--- src/sv/bmhq_pkg.sv ---
// Shared constants, codes and types of the binary min-heap queue.
package bmhq_pkg;

    localparam int CAPACITY = 64;
    localparam int KEY_W    = 32;
    localparam int IDX_W    = $clog2(CAPACITY);
    localparam int CNT_W    = $clog2(CAPACITY + 1);
    localparam int CMP_W    = IDX_W + 2;

    // Request kinds carried in the input tuser.
    typedef enum logic [0:0] {
        REQ_PUSH = 1'b0,
        REQ_POP  = 1'b1
    } t_kind;

    // Result status codes.
    typedef enum logic [1:0] {
        ST_OK        = 2'd0,
        ST_POP_EMPTY = 2'd1,
        ST_PUSH_FULL = 2'd2
    } t_status;

    // One incoming request.
    typedef struct packed {
        t_kind            kind;
        logic [KEY_W-1:0] key;
    } t_req;

    // One result of a request.
    typedef struct packed {
        logic [KEY_W-1:0] min_key;
        logic             is_empty;
        logic [CNT_W-1:0] entry_count;
        t_status          status;
    } t_rsp;

endpackage

--- src/sv/binary_min_heap_queue_unit.sv ---
// Binary min-heap priority queue: each push or pop request returns the current
// minimum, an empty flag, the entry count and a status. Requests are served one
// at a time. A push reads the parent of the new slot and moves larger parents
// down level by level as the key rises; a pop moves the last entry to the root
// and sinks it level by level. The sift walks the tree through a key memory with
// one write port and two registered read ports. A push into an empty heap, a pop
// of the last entry and rejected requests (pop on empty, push when full) skip the
// sift. A result waits in an output register, so the next request is taken while
// the previous result has not yet been collected.
module binary_min_heap_queue_unit
    import bmhq_pkg::*;
(
    input  logic        i_clk,
    input  logic        i_rst_n,
    input  logic        s_axis_tvalid,
    output logic        s_axis_tready,
    input  logic [31:0] s_axis_tdata,  // [31:0] key_in
    input  logic [0:0]  s_axis_tuser,  // [0] req_type
    output logic        m_axis_tvalid,
    input  logic        m_axis_tready,
    output logic [47:0] m_axis_tdata   // [31:0] min_key, [32] is_empty,
                                       // [39:33] entry_count, [41:40] status, zeros above
);

    t_req             w_req;
    t_rsp             w_rsp;
    logic             w_rsp_valid;
    logic             w_rsp_ready;
    logic             w_mem_we;
    logic [IDX_W-1:0] w_mem_waddr;
    logic [KEY_W-1:0] w_mem_wdata;
    logic [IDX_W-1:0] w_mem_raddr_a;
    logic [IDX_W-1:0] w_mem_raddr_b;
    logic [KEY_W-1:0] w_mem_rdata_a;
    logic [KEY_W-1:0] w_mem_rdata_b;
    logic             r_out_valid;
    t_rsp             r_out;

    assign w_req.kind = t_kind'(s_axis_tuser[0]);
    assign w_req.key  = s_axis_tdata;

    bmhq_ram #(
        .DEPTH (CAPACITY),
        .WIDTH (KEY_W)
    ) u_ram (
        .i_clk     (i_clk),
        .i_we      (w_mem_we),
        .i_waddr   (w_mem_waddr),
        .i_wdata   (w_mem_wdata),
        .i_raddr_a (w_mem_raddr_a),
        .i_raddr_b (w_mem_raddr_b),
        .o_rdata_a (w_mem_rdata_a),
        .o_rdata_b (w_mem_rdata_b)
    );

    bmhq_engine u_engine (
        .i_clk         (i_clk),
        .i_rst_n       (i_rst_n),
        .i_req_valid   (s_axis_tvalid),
        .o_req_ready   (s_axis_tready),
        .i_req         (w_req),
        .o_rsp_valid   (w_rsp_valid),
        .i_rsp_ready   (w_rsp_ready),
        .o_rsp         (w_rsp),
        .o_mem_we      (w_mem_we),
        .o_mem_waddr   (w_mem_waddr),
        .o_mem_wdata   (w_mem_wdata),
        .o_mem_raddr_a (w_mem_raddr_a),
        .o_mem_raddr_b (w_mem_raddr_b),
        .i_mem_rdata_a (w_mem_rdata_a),
        .i_mem_rdata_b (w_mem_rdata_b)
    );

    // Output register between the engine and the result channel.
    assign w_rsp_ready = !r_out_valid || m_axis_tready;

    always_ff @(posedge i_clk) begin
        if (!i_rst_n) begin
            r_out_valid <= 1'b0;
        end else if (w_rsp_ready) begin
            r_out_valid <= w_rsp_valid;
        end
        if (w_rsp_ready && w_rsp_valid) begin
            r_out <= w_rsp;
        end
    end

    assign m_axis_tvalid = r_out_valid;
    assign m_axis_tdata  = {6'd0, r_out.status, r_out.entry_count, r_out.is_empty,
                            r_out.min_key};

    // A request always takes the engine out of its idle state.
    a_busy_after_accept: assert property (@(posedge i_clk) disable iff (!i_rst_n)
        s_axis_tvalid && s_axis_tready |=> !s_axis_tready)
        else $error("engine still ready right after a request");

    // The count never passes the capacity.
    a_count_bound: assert property (@(posedge i_clk) disable iff (!i_rst_n)
        r_out_valid |-> r_out.entry_count <= CNT_W'(CAPACITY))
        else $error("entry count above capacity");

    // The empty flag agrees with the count.
    a_empty_flag: assert property (@(posedge i_clk) disable iff (!i_rst_n)
        r_out_valid |-> r_out.is_empty == (r_out.entry_count == '0))
        else $error("empty flag disagrees with count");

    // A dropped push only happens on a full heap.
    a_full_status: assert property (@(posedge i_clk) disable iff (!i_rst_n)
        r_out_valid && (r_out.status == ST_PUSH_FULL)
            |-> r_out.entry_count == CNT_W'(CAPACITY))
        else $error("push reported full on a heap that is not full");

endmodule

--- src/sv/bmhq_ram.sv ---
// Heap key store: one write port, two read ports, registered read data.
module bmhq_ram #(
    parameter int DEPTH = 64,
    parameter int WIDTH = 32,
    parameter int AW    = $clog2(DEPTH)
) (
    input  logic             i_clk,
    input  logic             i_we,
    input  logic [AW-1:0]    i_waddr,
    input  logic [WIDTH-1:0] i_wdata,
    input  logic [AW-1:0]    i_raddr_a,
    input  logic [AW-1:0]    i_raddr_b,
    output logic [WIDTH-1:0] o_rdata_a,
    output logic [WIDTH-1:0] o_rdata_b
);

    logic [WIDTH-1:0] r_mem [DEPTH];

    // Write port.
    always_ff @(posedge i_clk) begin
        if (i_we) begin
            r_mem[i_waddr] <= i_wdata;
        end
    end

    // Two read ports with registered read data.
    always_ff @(posedge i_clk) begin
        o_rdata_a <= r_mem[i_raddr_a];
        o_rdata_b <= r_mem[i_raddr_b];
    end

endmodule

--- src/sv/bmhq_engine.sv ---
// Sift engine: walks the heap store level by level for push and pop requests.
module bmhq_engine
    import bmhq_pkg::*;
(
    input  logic             i_clk,
    input  logic             i_rst_n,
    input  logic             i_req_valid,
    output logic             o_req_ready,
    input  t_req             i_req,
    output logic             o_rsp_valid,
    input  logic             i_rsp_ready,
    output t_rsp             o_rsp,
    output logic             o_mem_we,
    output logic [IDX_W-1:0] o_mem_waddr,
    output logic [KEY_W-1:0] o_mem_wdata,
    output logic [IDX_W-1:0] o_mem_raddr_a,
    output logic [IDX_W-1:0] o_mem_raddr_b,
    input  logic [KEY_W-1:0] i_mem_rdata_a,
    input  logic [KEY_W-1:0] i_mem_rdata_b
);

    typedef enum logic [2:0] {
        S_IDLE,
        S_UP,
        S_PUT,
        S_POP_LAST,
        S_DOWN,
        S_FIN
    } t_state;

    t_state           r_state, n_state;
    logic [CNT_W-1:0] r_count, n_count;
    logic [IDX_W-1:0] r_pos, n_pos;
    logic [KEY_W-1:0] r_cur, n_cur;
    logic [KEY_W-1:0] r_root;
    t_status          r_status, n_status;

    logic [IDX_W-1:0] w_parent;
    logic [IDX_W-1:0] w_cnt_parent;
    logic [IDX_W:0]   w_left;
    logic [IDX_W:0]   w_right;
    logic             w_left_in;
    logic             w_right_in;
    logic             w_take_left;
    logic             w_take_right;
    logic [KEY_W-1:0] w_best_key;
    logic [IDX_W-1:0] w_best_idx;
    logic [IDX_W-1:0] w_best_left;
    logic [IDX_W-1:0] w_best_right;

    // Tree neighbors of the current hole and of the push slot.
    assign w_parent     = (r_pos - IDX_W'(1)) >> 1;
    assign w_cnt_parent = (r_count[IDX_W-1:0] - IDX_W'(1)) >> 1;
    assign w_left       = {r_pos, 1'b1};
    assign w_right      = {r_pos, 1'b0} + (IDX_W + 1)'(2);
    assign w_left_in    = CMP_W'(w_left) < CMP_W'(r_count);
    assign w_right_in   = CMP_W'(w_right) < CMP_W'(r_count);

    // Smallest of hole key and children; the left child wins a tie.
    always_comb begin
        w_take_left  = w_left_in && (i_mem_rdata_a < r_cur);
        w_best_key   = w_take_left ? i_mem_rdata_a : r_cur;
        w_take_right = w_right_in && (i_mem_rdata_b < w_best_key);
        if (w_take_right) begin
            w_best_idx = w_right[IDX_W-1:0];
            w_best_key = i_mem_rdata_b;
        end else if (w_take_left) begin
            w_best_idx = w_left[IDX_W-1:0];
        end else begin
            w_best_idx = r_pos;
        end
    end

    assign w_best_left  = {w_best_idx[IDX_W-2:0], 1'b1};
    assign w_best_right = {w_best_idx[IDX_W-2:0], 1'b0} + IDX_W'(2);

    // Next state, memory requests and working registers.
    always_comb begin
        n_state       = r_state;
        n_count       = r_count;
        n_pos         = r_pos;
        n_cur         = r_cur;
        n_status      = r_status;
        o_mem_we      = 1'b0;
        o_mem_waddr   = r_pos;
        o_mem_wdata   = r_cur;
        o_mem_raddr_a = w_parent;
        o_mem_raddr_b = w_parent;
        case (r_state)
            S_IDLE: begin
                if (i_req_valid) begin
                    n_status = ST_OK;
                    if (i_req.kind == REQ_PUSH) begin
                        if (r_count == CNT_W'(CAPACITY)) begin
                            n_status = ST_PUSH_FULL;
                            n_state  = S_FIN;
                        end else begin
                            n_cur   = i_req.key;
                            n_pos   = r_count[IDX_W-1:0];
                            n_count = r_count + CNT_W'(1);
                            if (r_count == '0) begin
                                o_mem_we    = 1'b1;
                                o_mem_waddr = '0;
                                o_mem_wdata = i_req.key;
                                n_state     = S_FIN;
                            end else begin
                                o_mem_raddr_a = w_cnt_parent;
                                n_state       = S_UP;
                            end
                        end
                    end else begin
                        if (r_count == '0) begin
                            n_status = ST_POP_EMPTY;
                            n_state  = S_FIN;
                        end else begin
                            n_count       = r_count - CNT_W'(1);
                            o_mem_raddr_a = r_count[IDX_W-1:0] - IDX_W'(1);
                            n_state       = (r_count == CNT_W'(1)) ? S_FIN : S_POP_LAST;
                        end
                    end
                end
            end
            S_UP: begin
                // Parent key is on port A; move it down while the new key is smaller.
                if (r_cur < i_mem_rdata_a) begin
                    o_mem_we      = 1'b1;
                    o_mem_wdata   = i_mem_rdata_a;
                    n_pos         = w_parent;
                    o_mem_raddr_a = (w_parent - IDX_W'(1)) >> 1;
                    n_state       = (w_parent == '0) ? S_PUT : S_UP;
                end else begin
                    o_mem_we = 1'b1;
                    n_state  = S_FIN;
                end
            end
            S_PUT: begin
                o_mem_we = 1'b1;
                n_state  = S_FIN;
            end
            S_POP_LAST: begin
                // The last entry becomes the key that sinks from the root.
                n_cur         = i_mem_rdata_a;
                n_pos         = '0;
                o_mem_raddr_a = IDX_W'(1);
                o_mem_raddr_b = IDX_W'(2);
                n_state       = S_DOWN;
            end
            S_DOWN: begin
                o_mem_we = 1'b1;
                if (w_best_idx == r_pos) begin
                    n_state = S_FIN;
                end else begin
                    o_mem_wdata   = w_best_key;
                    n_pos         = w_best_idx;
                    o_mem_raddr_a = w_best_left;
                    o_mem_raddr_b = w_best_right;
                end
            end
            S_FIN: begin
                if (i_rsp_ready) begin
                    n_state = S_IDLE;
                end
            end
            default: begin
                n_state = S_IDLE;
            end
        endcase
    end

    // State, working registers and the root shadow.
    always_ff @(posedge i_clk) begin
        if (!i_rst_n) begin
            r_state  <= S_IDLE;
            r_count  <= '0;
            r_status <= ST_OK;
        end else begin
            r_state  <= n_state;
            r_count  <= n_count;
            r_status <= n_status;
        end
        r_pos <= n_pos;
        r_cur <= n_cur;
        if (o_mem_we && (o_mem_waddr == '0)) begin
            r_root <= o_mem_wdata;
        end
    end

    assign o_req_ready       = (r_state == S_IDLE);
    assign o_rsp_valid       = (r_state == S_FIN);
    assign o_rsp.min_key     = (r_count != '0) ? r_root : '0;
    assign o_rsp.is_empty    = (r_count == '0);
    assign o_rsp.entry_count = r_count;
    assign o_rsp.status      = r_status;

endmodule

--- config.mk ---
export PLATFORM = sky130hd
export DESIGN_NAME = binary_min_heap_queue_unit
export DESIGN_NICKNAME = d
export VERILOG_FILES = /design/src/sv/bmhq_pkg.sv /design/src/sv/binary_min_heap_queue_unit.sv /design/src/sv/bmhq_ram.sv /design/src/sv/bmhq_engine.sv
export SDC_FILE = /design/constraint.sdc
export NUM_CORES = 2
export LEC_CHECK = 0
export BUFFER_PORTS_ARGS = -buffer_cell sky130_fd_sc_hd__buf_2
export CAP_MARGIN = 20
export CORE_MARGIN = 3
export CORE_UTILIZATION = 40
export CTS_CLUSTER_DIAMETER = 120
export DETAILED_ROUTE_END_ITERATION = 10
export GPL_TIMING_DRIVEN = 1
export HOLD_SLACK_MARGIN = 0.08
export PLACE_DENSITY = 0.56
export SETUP_SLACK_MARGIN = 0.3
export SYNTH_ARGS = -nofsm -noshare
export SYNTH_HDL_FRONTEND = slang
export SYNTH_HIERARCHICAL = 1
export SYNTH_SLANG_ARGS = --single-unit
--- constraint.sdc ---
create_clock -name i_clk -period 9.63 [get_ports i_clk]
set_input_delay 0.963 -clock i_clk [delete_from_list [all_inputs] [get_ports i_clk]]
set_output_delay 0.963 -clock i_clk [all_outputs]
set_load 0.02 [all_outputs]
---- Word level (Yosys, flattened, before mapping) ----
Memory sizes are Yosys's and may differ from the RTL's. A register that Yosys moved wholly into a read port is not among the register bits.
Cells that the tools add are included.
word-level totals
  bits in registers ....................... 125
  memory bits (writable) .................. 2,048
  bits of input ports ..................... 37
  output and inout port bits .............. 50
  logic and storage cells ................. 120
  memories kept ........................... 1
operators by class
  $add $sub $neg .......................... 7
  magnitude comparators ................... 5
  equality and inequality tests ........... 17
  multiplexer cells ....................... 60
  reductions and logical operators ........ 19
memories
  name         words  width  read ports  clocked after memory_dff  write ports  line            source
  u_ram.r_mem  64     32     2           2                         1            bmhq_ram.sv:17  logic [WIDTH-1:0] r_mem [DEPTH];
operators by type and width
  cell                   number
  $mux W32               11
  $mux W6                18
  $lt A32 B32 Y1         3
  $pmux W32 S3           1
  $pmux W32 S2           1
  $pmux W6 S4            2
  $mux W3                9
  $mux W7                3
  $pmux W3 S6            1
  $lt A7 B7 Y1           2
  $logic_not A6 Y1       2
  $ne A2 B2 Y1 const B   6
  $pmux W6 S2            1
  $sub A6 B1 Y6 const B  2
  $mux W5                2
  $reduce_and A4 Y1      2
  $add A7 B1 Y7 const B  1
  $add A7 B2 Y7 const B  1
  $eq A7 B1 Y1 const B   1
  $eq A7 B7 Y1 const B   1
  $logic_not A7 Y1       1
  $mux W1                7
  $reduce_bool A7 Y1     1
  $sub A7 B1 Y7 const B  1
  other kinds (19)       28

---- Logic depth before layout (Yosys ltp) ----
  word-level depth ........................ 9
  mapped depth ............................ 33

---- Cells and area by module ----
Netlist, hierarchy kept.
modules (own cells, without submodules)
  module                      instances  cells an instance  area an instance (µm²)  seq. area each (µm²)
  bmhq_ram                    1          4,409              95,715.5                62,780.2
  bmhq_engine                 1          955                7,883.8                 2,342.2
  binary_min_heap_queue_unit  1          54                 1,367.6                 1,281.2

---- Worst setup path after synthesis ----
Ideal clock, no wire load.
  path type ............................... register to register
  from .................................... register u_engine.r_cur[14]
  to ...................................... register u_engine.r_root[18], data pin
  setup time .............................. 0.572 ns
  data arrival time ....................... 6.729 ns
  path slack .............................. 2.329 ns
  stages on the path, launching flop included .. 21
  buffers on the path ..................... 3
  period minus slack after synthesis ...... 7.301 ns
  cell sequence ........................... edfxtp_1 -> ha_1 -> a21oi_1 -> nand2_1 -> a221o_1 -> o31a_1 -> o21ai_0 -> buf_2 -> buf_1 -> mux2i_1 -> ha_1 -> nand2_1 -> nor4_2 -> nand2_1 -> a2111oi_2 -> o2111a_1 -> a311oi_4 -> mux2i_2 -> o32ai_4 -> buf_4 -> o221ai_1
on the way
  longest elaborated chain between the ends .. 9
ends and longest elaborated chain
  element                 line                              source
  start, declared         bmhq_engine.sv:34                 logic [KEY_W-1:0] r_cur, n_cur;
  start signal, assigned  bmhq_engine.sv:182                r_cur <= n_cur;
  $lt A32 B32 Y1          bmhq_engine.sv:61                 w_take_left = w_left_in && (i_mem_rdata_a < r_cur);
  $logic_and A1 B1 Y1     bmhq_engine.sv:61
  $mux W32                bmhq_engine.sv:62                 w_best_key = w_take_left ? i_mem_rdata_a : r_cur;
  $lt A32 B32 Y1          bmhq_engine.sv:63                 w_take_right = w_right_in && (i_mem_rdata_b < w_best_key);
  $logic_and A1 B1 Y1     bmhq_engine.sv:63
  $mux W6                 bmhq_engine.sv:64                 if (w_take_right) begin
  $eq A6 B6 Y1            bmhq_engine.sv:150                if (w_best_idx == r_pos) begin
  $mux W32                bmhq_engine.sv:150
  $pmux W32 S3 (*)        bmhq_engine.sv:89                 case (r_state)
  via w_mem_wdata[18]     binary_min_heap_queue_unit.sv:31  logic [KEY_W-1:0] w_mem_wdata;
  end signal, assigned    bmhq_engine.sv:184                r_root <= o_mem_wdata;
  end, declared           bmhq_engine.sv:35                 logic [KEY_W-1:0] r_root;
Mark *: on every way through the listed nets, which the timed path passes. The rest lies on a longest branch.
A chain may end at the register's enable or synchronous reset.

---- Worst setup path after layout ----
  from .................................... register u_ram.o_rdata_a[27] (read register of u_ram.r_mem)
  to ...................................... register u_ram.o_rdata_a[26] (read register of u_ram.r_mem)
on the way
  longest elaborated chain between the ends .. 9
ends and longest elaborated chain
  element               line                              source
  start, declared       bmhq_ram.sv:13                    output logic [WIDTH-1:0] o_rdata_a,
  $lt A32 B32 Y1        bmhq_engine.sv:61
  $logic_and A1 B1 Y1   bmhq_engine.sv:61
  $mux W32              bmhq_engine.sv:62
  $lt A32 B32 Y1        bmhq_engine.sv:63
  $logic_and A1 B1 Y1   bmhq_engine.sv:63
  $mux W6 (*)           bmhq_engine.sv:64
  $eq A6 B6 Y1          bmhq_engine.sv:150
  $mux W6 (*)           bmhq_engine.sv:150
  $pmux W6 S4 (*)       bmhq_engine.sv:89
  via w_mem_raddr_a[5]  binary_min_heap_queue_unit.sv:32  logic [IDX_W-1:0] w_mem_raddr_a;
Marks and branches as above.

==> flow_results.org <==
** Outcome
- The flow ran to the end, and the final reports show no timing, DRC or antenna violations.

** Setup path
- Measured in cells, the most critical reg-to-reg path has a length of 24.
- Reg-to-reg setup timing slack :: 450 ps
- Stage delay of the slowest cell on the critical path :: 980 ps
- Cell family contributing the most delay on the critical path :: compound AO/OA/AOI/OAI gates
- Destination of the worst register-to-register timing path :: u_ram/o_rdata_a[26]
- Data arrives at the worst endpoint at 9860 ps.
- The slowest stage of the critical path belongs to the cell sky130_fd_sc_hd__a21oi_1.
- Traced cell by cell, the critical path runs through inv_1, ha_1, nand4_1, nor3_1, a221oi_1, o211ai_1, o21ai_4, buf_12, buf_4, mux2i_1, ha_1, a21oi_1, a21oi_1, o21ai_0, a2111oi_2, a211o_1, a311oi_4, buf_4, mux2i_1, nand3_1, o31ai_4, nand2b_2, o22ai_1, a21oi_1.
- Data required time of the worst path :: 10,320 ps
- Together, buffers and inverters on the worst path number 4.
- Kind of end point of the critical path :: flip-flop
- Worst setup path category :: flip-flop to flip-flop
- Among the stages of the critical path, the cell type that occurs most often is sky130_fd_sc_hd__a21oi_1.
- The worst register-to-register path begins at u_ram/o_rdata_a[27].
- Along the worst path, the maximum fanout reaches 18.
- The worst setup path is launched from a flip-flop.

** Clock tree
- Clock tree from TritonCTS :: built
- Clock tree synthesis selected as its root buffer the cell sky130_fd_sc_hd__clkbuf_16.
- After clock tree synthesis, the clock-pin slew on the worst setup and hold paths is 60 ps.
- H-tree levels :: 4
- Total clock sinks :: 2,237
- TritonCTS buffer count :: 226
- For the worst-skew pair, the clock arrives at the later sink with an insertion delay of 900 ps.
- Hold repair after CTS inserted 0 buffers.
- Maximum clock path buffer count :: 3

** GRT
- The number of global-route vias before repair came to 60,307.
- After global routing the overflow that remains totals 0.
- Global router's overall resource usage :: 25.50%
- Number of antenna violations at the first check in global routing :: 13
- Wire length of the first global-routing pass :: 484.6 mm
- Entering global routing, the biggest net connects 70 pins.

** Hold path
- The min-delay analysis places its worst path in the category input port to flip-flop.
- The startpoint identified for the worst hold timing path is s_axis_tdata[23].
- Worst Hold End :: u_engine/r_cur[23]
- Count of cells along the worst hold path :: 3

** Timing
- Setup skew after layout :: 38.43 ps
- Post-route clock period utilization :: 95.28%
- Final hold violation count :: 0
- Setup repair after global routing left no endpoint under its margin.
- The clock period could shrink to 9175 ps.
- In the final timing run, aggregate negative setup slack is 0 ps.
- Final setup violating endpoints :: 0
- Actual slew at the worst max-slew pin :: 1303 ps
- In this run the tightest slew margin relative to its limit is 12.94%.
- The final max-slew violation count was 0.
- Static timing analysis puts the maximum clock frequency at 109.0 MHz.

** Synthesis
- Synthesized flop and latch total :: 2,237
- By area the synthesized netlist is led by sky130_fd_sc_hd__edfxtp_1, sky130_fd_sc_hd__mux4_2, sky130_fd_sc_hd__mux2i_1.
- Number of enable-type register cells in the synthesized netlist :: 2,160
- The Yosys step of the flow raised 6 warnings.
- The synthesized netlist contains 68 unique library cells.
- By count the netlist is led by sky130_fd_sc_hd__edfxtp_1, sky130_fd_sc_hd__mux4_2, sky130_fd_sc_hd__mux2i_1, sky130_fd_sc_hd__nor2_1, sky130_fd_sc_hd__nand2_1.
- The most used flip-flop cell after synthesis is sky130_fd_sc_hd__edfxtp_1.
- After synthesis, the share of flip-flops with an asynchronous set or reset is 0%.
- The largest total area in the synthesized netlist belongs to sky130_fd_sc_hd__edfxtp_1.
- Cell count after synthesis :: 5,418
- Post-Synthesis Mean Instance Area :: 19.37 µm²
- Register area share after synthesis :: 63.26%
- In this run the cell area of the synthesized design comes to 105,000 µm².
- Summed over its instances, the top area cell type makes up 61.79% of the synthesized netlist area.
- By instance count, the leading cell after synthesis is sky130_fd_sc_hd__edfxtp_1.

** Floorplan
- Initial core utilization :: 40.31%
- Die H :: 518.3 µm
- Ports :: 87
- The die covers 268,600 µm².
- In this run the standard cell core region covers 260,400 µm².
- Number of rows in the core area :: 187
- Floorplan die width :: 518.3 µm

** Final layout
- Across the whole layout, storage elements account for 66,400 µm².
- Number of inserted filler cells in the final layout :: 21,787
- Layout area overhead :: 13.90%
- Leaving out filler cells and counting taps, the final layout contains 9,321.
- Summing all multi-input logic gate instances after layout gives 37,470 µm².
- Of the cells placed in the final design, the portion with a size suffix greater than 1 is 34.61%.
- At the end of the flow, the number of nets in the layout was 5,736.

** Drt
- After detailed routing, the number of vias per cell comes to 6.526.
- The first detailed-routing pass took 5 iterations.
- For this run, design rule violations remaining after detail routing come to 0.
- Initial DRC Count :: 8,005
- For this block, the via count after detailed routing is 60,826.
- Wirelength per Cell :: 37.15 µm
- Final WL :: 346.2 mm
- Once detail routing completed, the nets flagged for antenna violations numbered 0.

** Placement
- Cell Count Post-Placement :: 8,879
- Quantity of I/O buffers inserted on ports :: 80
- Routability-driven placement finished with a final weighted congestion of 0.9083.
- Final HPWL from detailed placement :: 213.9 mm

** Run
- Max-cap violations in this run came to 0.
layout make-up:
type                            count  share of cell area (%)
Multi-Input combinational cell   2694                   31.34
Sequential cell                  2237                   55.54
Antenna cell                       14                 0.02930
Clock inverter                    126                   1.193
Tap cell                         3496                   3.659
Inverter                           85                  0.2669
Clock buffer                      297                   5.165
Timing Repair Buffer              372                   2.806
kinds of logic after synthesis:
| family | count (synthesis) | synth area share [%] |
|---|---|---|
| adder cells (fa/ha/maj) | 83 | 0.9894 |
| flip-flops | 2237 | 63.26 |
| other | 1 | 0.003573 |
| AND/OR/NAND/NOR | 549 | 2.376 |
| XOR/XNOR | 25 | 0.2086 |
| multiplexers | 1412 | 26.91 |
| buffers and inverters | 493 | 2.301 |
| AO/OA/AOI/OAI | 618 | 3.954 |
routing by layer:
layer	wire length, µm	up-vias	part of all wire (%)	global-route usage, %
li1	-	23647	-	-
met1	139600	33180	40	36.11
met2	160600	3440	46	39.45
met3	35240	559	10	5.931
met4	10790	0	3.1	7.540
met5	0	-	0	0
state kept, by name, indices dropped and copies added (netlist names):
| signal | flops |
|---|---|
| u_engine/r_state | 3 |
| u_engine/r_pos | 6 |
| u_engine/r_root | 32 |
| u_ram/o_rdata_a | 32 |
| m_axis_tvalid | 1 |
| u_engine/r_cur | 32 |
| u_engine/r_status | 2 |
| u_ram/o_rdata_b | 32 |
| u_ram/r_mem | 2048 |
| u_engine/r_count | 7 |
| m_axis_tdata | 42 |
cells in the final DEF, fill, tap and decap left out, types with 22 or more instances in the layout:
| cell type | instances |
|---|---|
| sky130_fd_sc_hd__inv_1 | 81 |
| sky130_fd_sc_hd__bufinv_16 | 25 |
| sky130_fd_sc_hd__dfxtp_1 | 77 |
| sky130_fd_sc_hd__nor3_1 | 23 |
| sky130_fd_sc_hd__a22oi_1 | 125 |
| sky130_fd_sc_hd__clkbuf_16 | 228 |
| sky130_fd_sc_hd__edfxtp_1 | 2160 |
| sky130_fd_sc_hd__nand3_1 | 29 |
| sky130_fd_sc_hd__o211ai_1 | 31 |
| sky130_fd_sc_hd__nor2_1 | 119 |
| sky130_fd_sc_hd__nor2b_1 | 55 |
| sky130_fd_sc_hd__nor2_4 | 64 |
| sky130_fd_sc_hd__ha_1 | 83 |
| sky130_fd_sc_hd__clkbuf_1 | 48 |
| sky130_fd_sc_hd__nand2_1 | 175 |
| sky130_fd_sc_hd__o21ai_0 | 91 |
| sky130_fd_sc_hd__a21oi_1 | 127 |
| sky130_fd_sc_hd__a211oi_1 | 24 |
| sky130_fd_sc_hd__mux2_2 | 34 |
| sky130_fd_sc_hd__clkinv_2 | 31 |
| sky130_fd_sc_hd__o221ai_4 | 33 |
| sky130_fd_sc_hd__buf_4 | 229 |
| sky130_fd_sc_hd__mux4_2 | 1124 |
| sky130_fd_sc_hd__mux2i_1 | 252 |
| sky130_fd_sc_hd__buf_2 | 80 |
| sky130_fd_sc_hd__a221oi_1 | 22 |
| sky130_fd_sc_hd__clkinv_1 | 41 |
| sky130_fd_sc_hd__o22ai_1 | 53 |
| sky130_fd_sc_hd__buf_12 | 60 |
through the flow:
stage          util (%)  setup WS (ps)  hold WS, ps  area (µm²)
2_1_floorplan         -           2329        406.4      105000
3_3_place_gp      42.89          97.11        415.3      111700
3_5_place_dp      42.93          52.90        421.9      111800
4_1_cts           45.85          320.3        299.9      119400
5_1_grt           45.90          302.0        353.7      119500
6_report          45.91          454.5        366.6      119600
what timing repair did:
action / 4_1_cts / 5_1_grt
pin swaps: 1 / 1
resized for setup: 1 / 9
setup endpoints to repair: 13 / 24
gates cloned: 1 / 0
setup buffers: 0 / 2
worst max path at each step:
stage | from | end | depth (start not counted)
floorplan | u_engine/r_cur[14] | u_engine/r_root[18] | 20
global placement | u_ram/o_rdata_a[28] | u_ram/o_rdata_a[20] | 25
detailed placement | u_ram/o_rdata_a[28] | u_ram/o_rdata_a[20] | 25
CTS | u_ram/o_rdata_a[28] | u_ram/o_rdata_a[20] | 25
global route | u_ram/o_rdata_a[28] | u_ram/o_rdata_a[31] | 26
finish | u_ram/o_rdata_a[27] | u_ram/o_rdata_a[26] | 24
worst register-to-register path: cells and delay by family (launching register included):
kind | cells | cell delay, ps
DFF | 1 | 760
AOI/OAI and AO/OA | 12 | 4350
buffers and inverters | 4 | 910
adders and majority gates | 2 | 650
muxes | 2 | 830
and+or+nand+nor | 4 | 1450
Power is not shown: default switching activity piles up to over one toggle a cycle in this logic, so the estimate is an artifact.
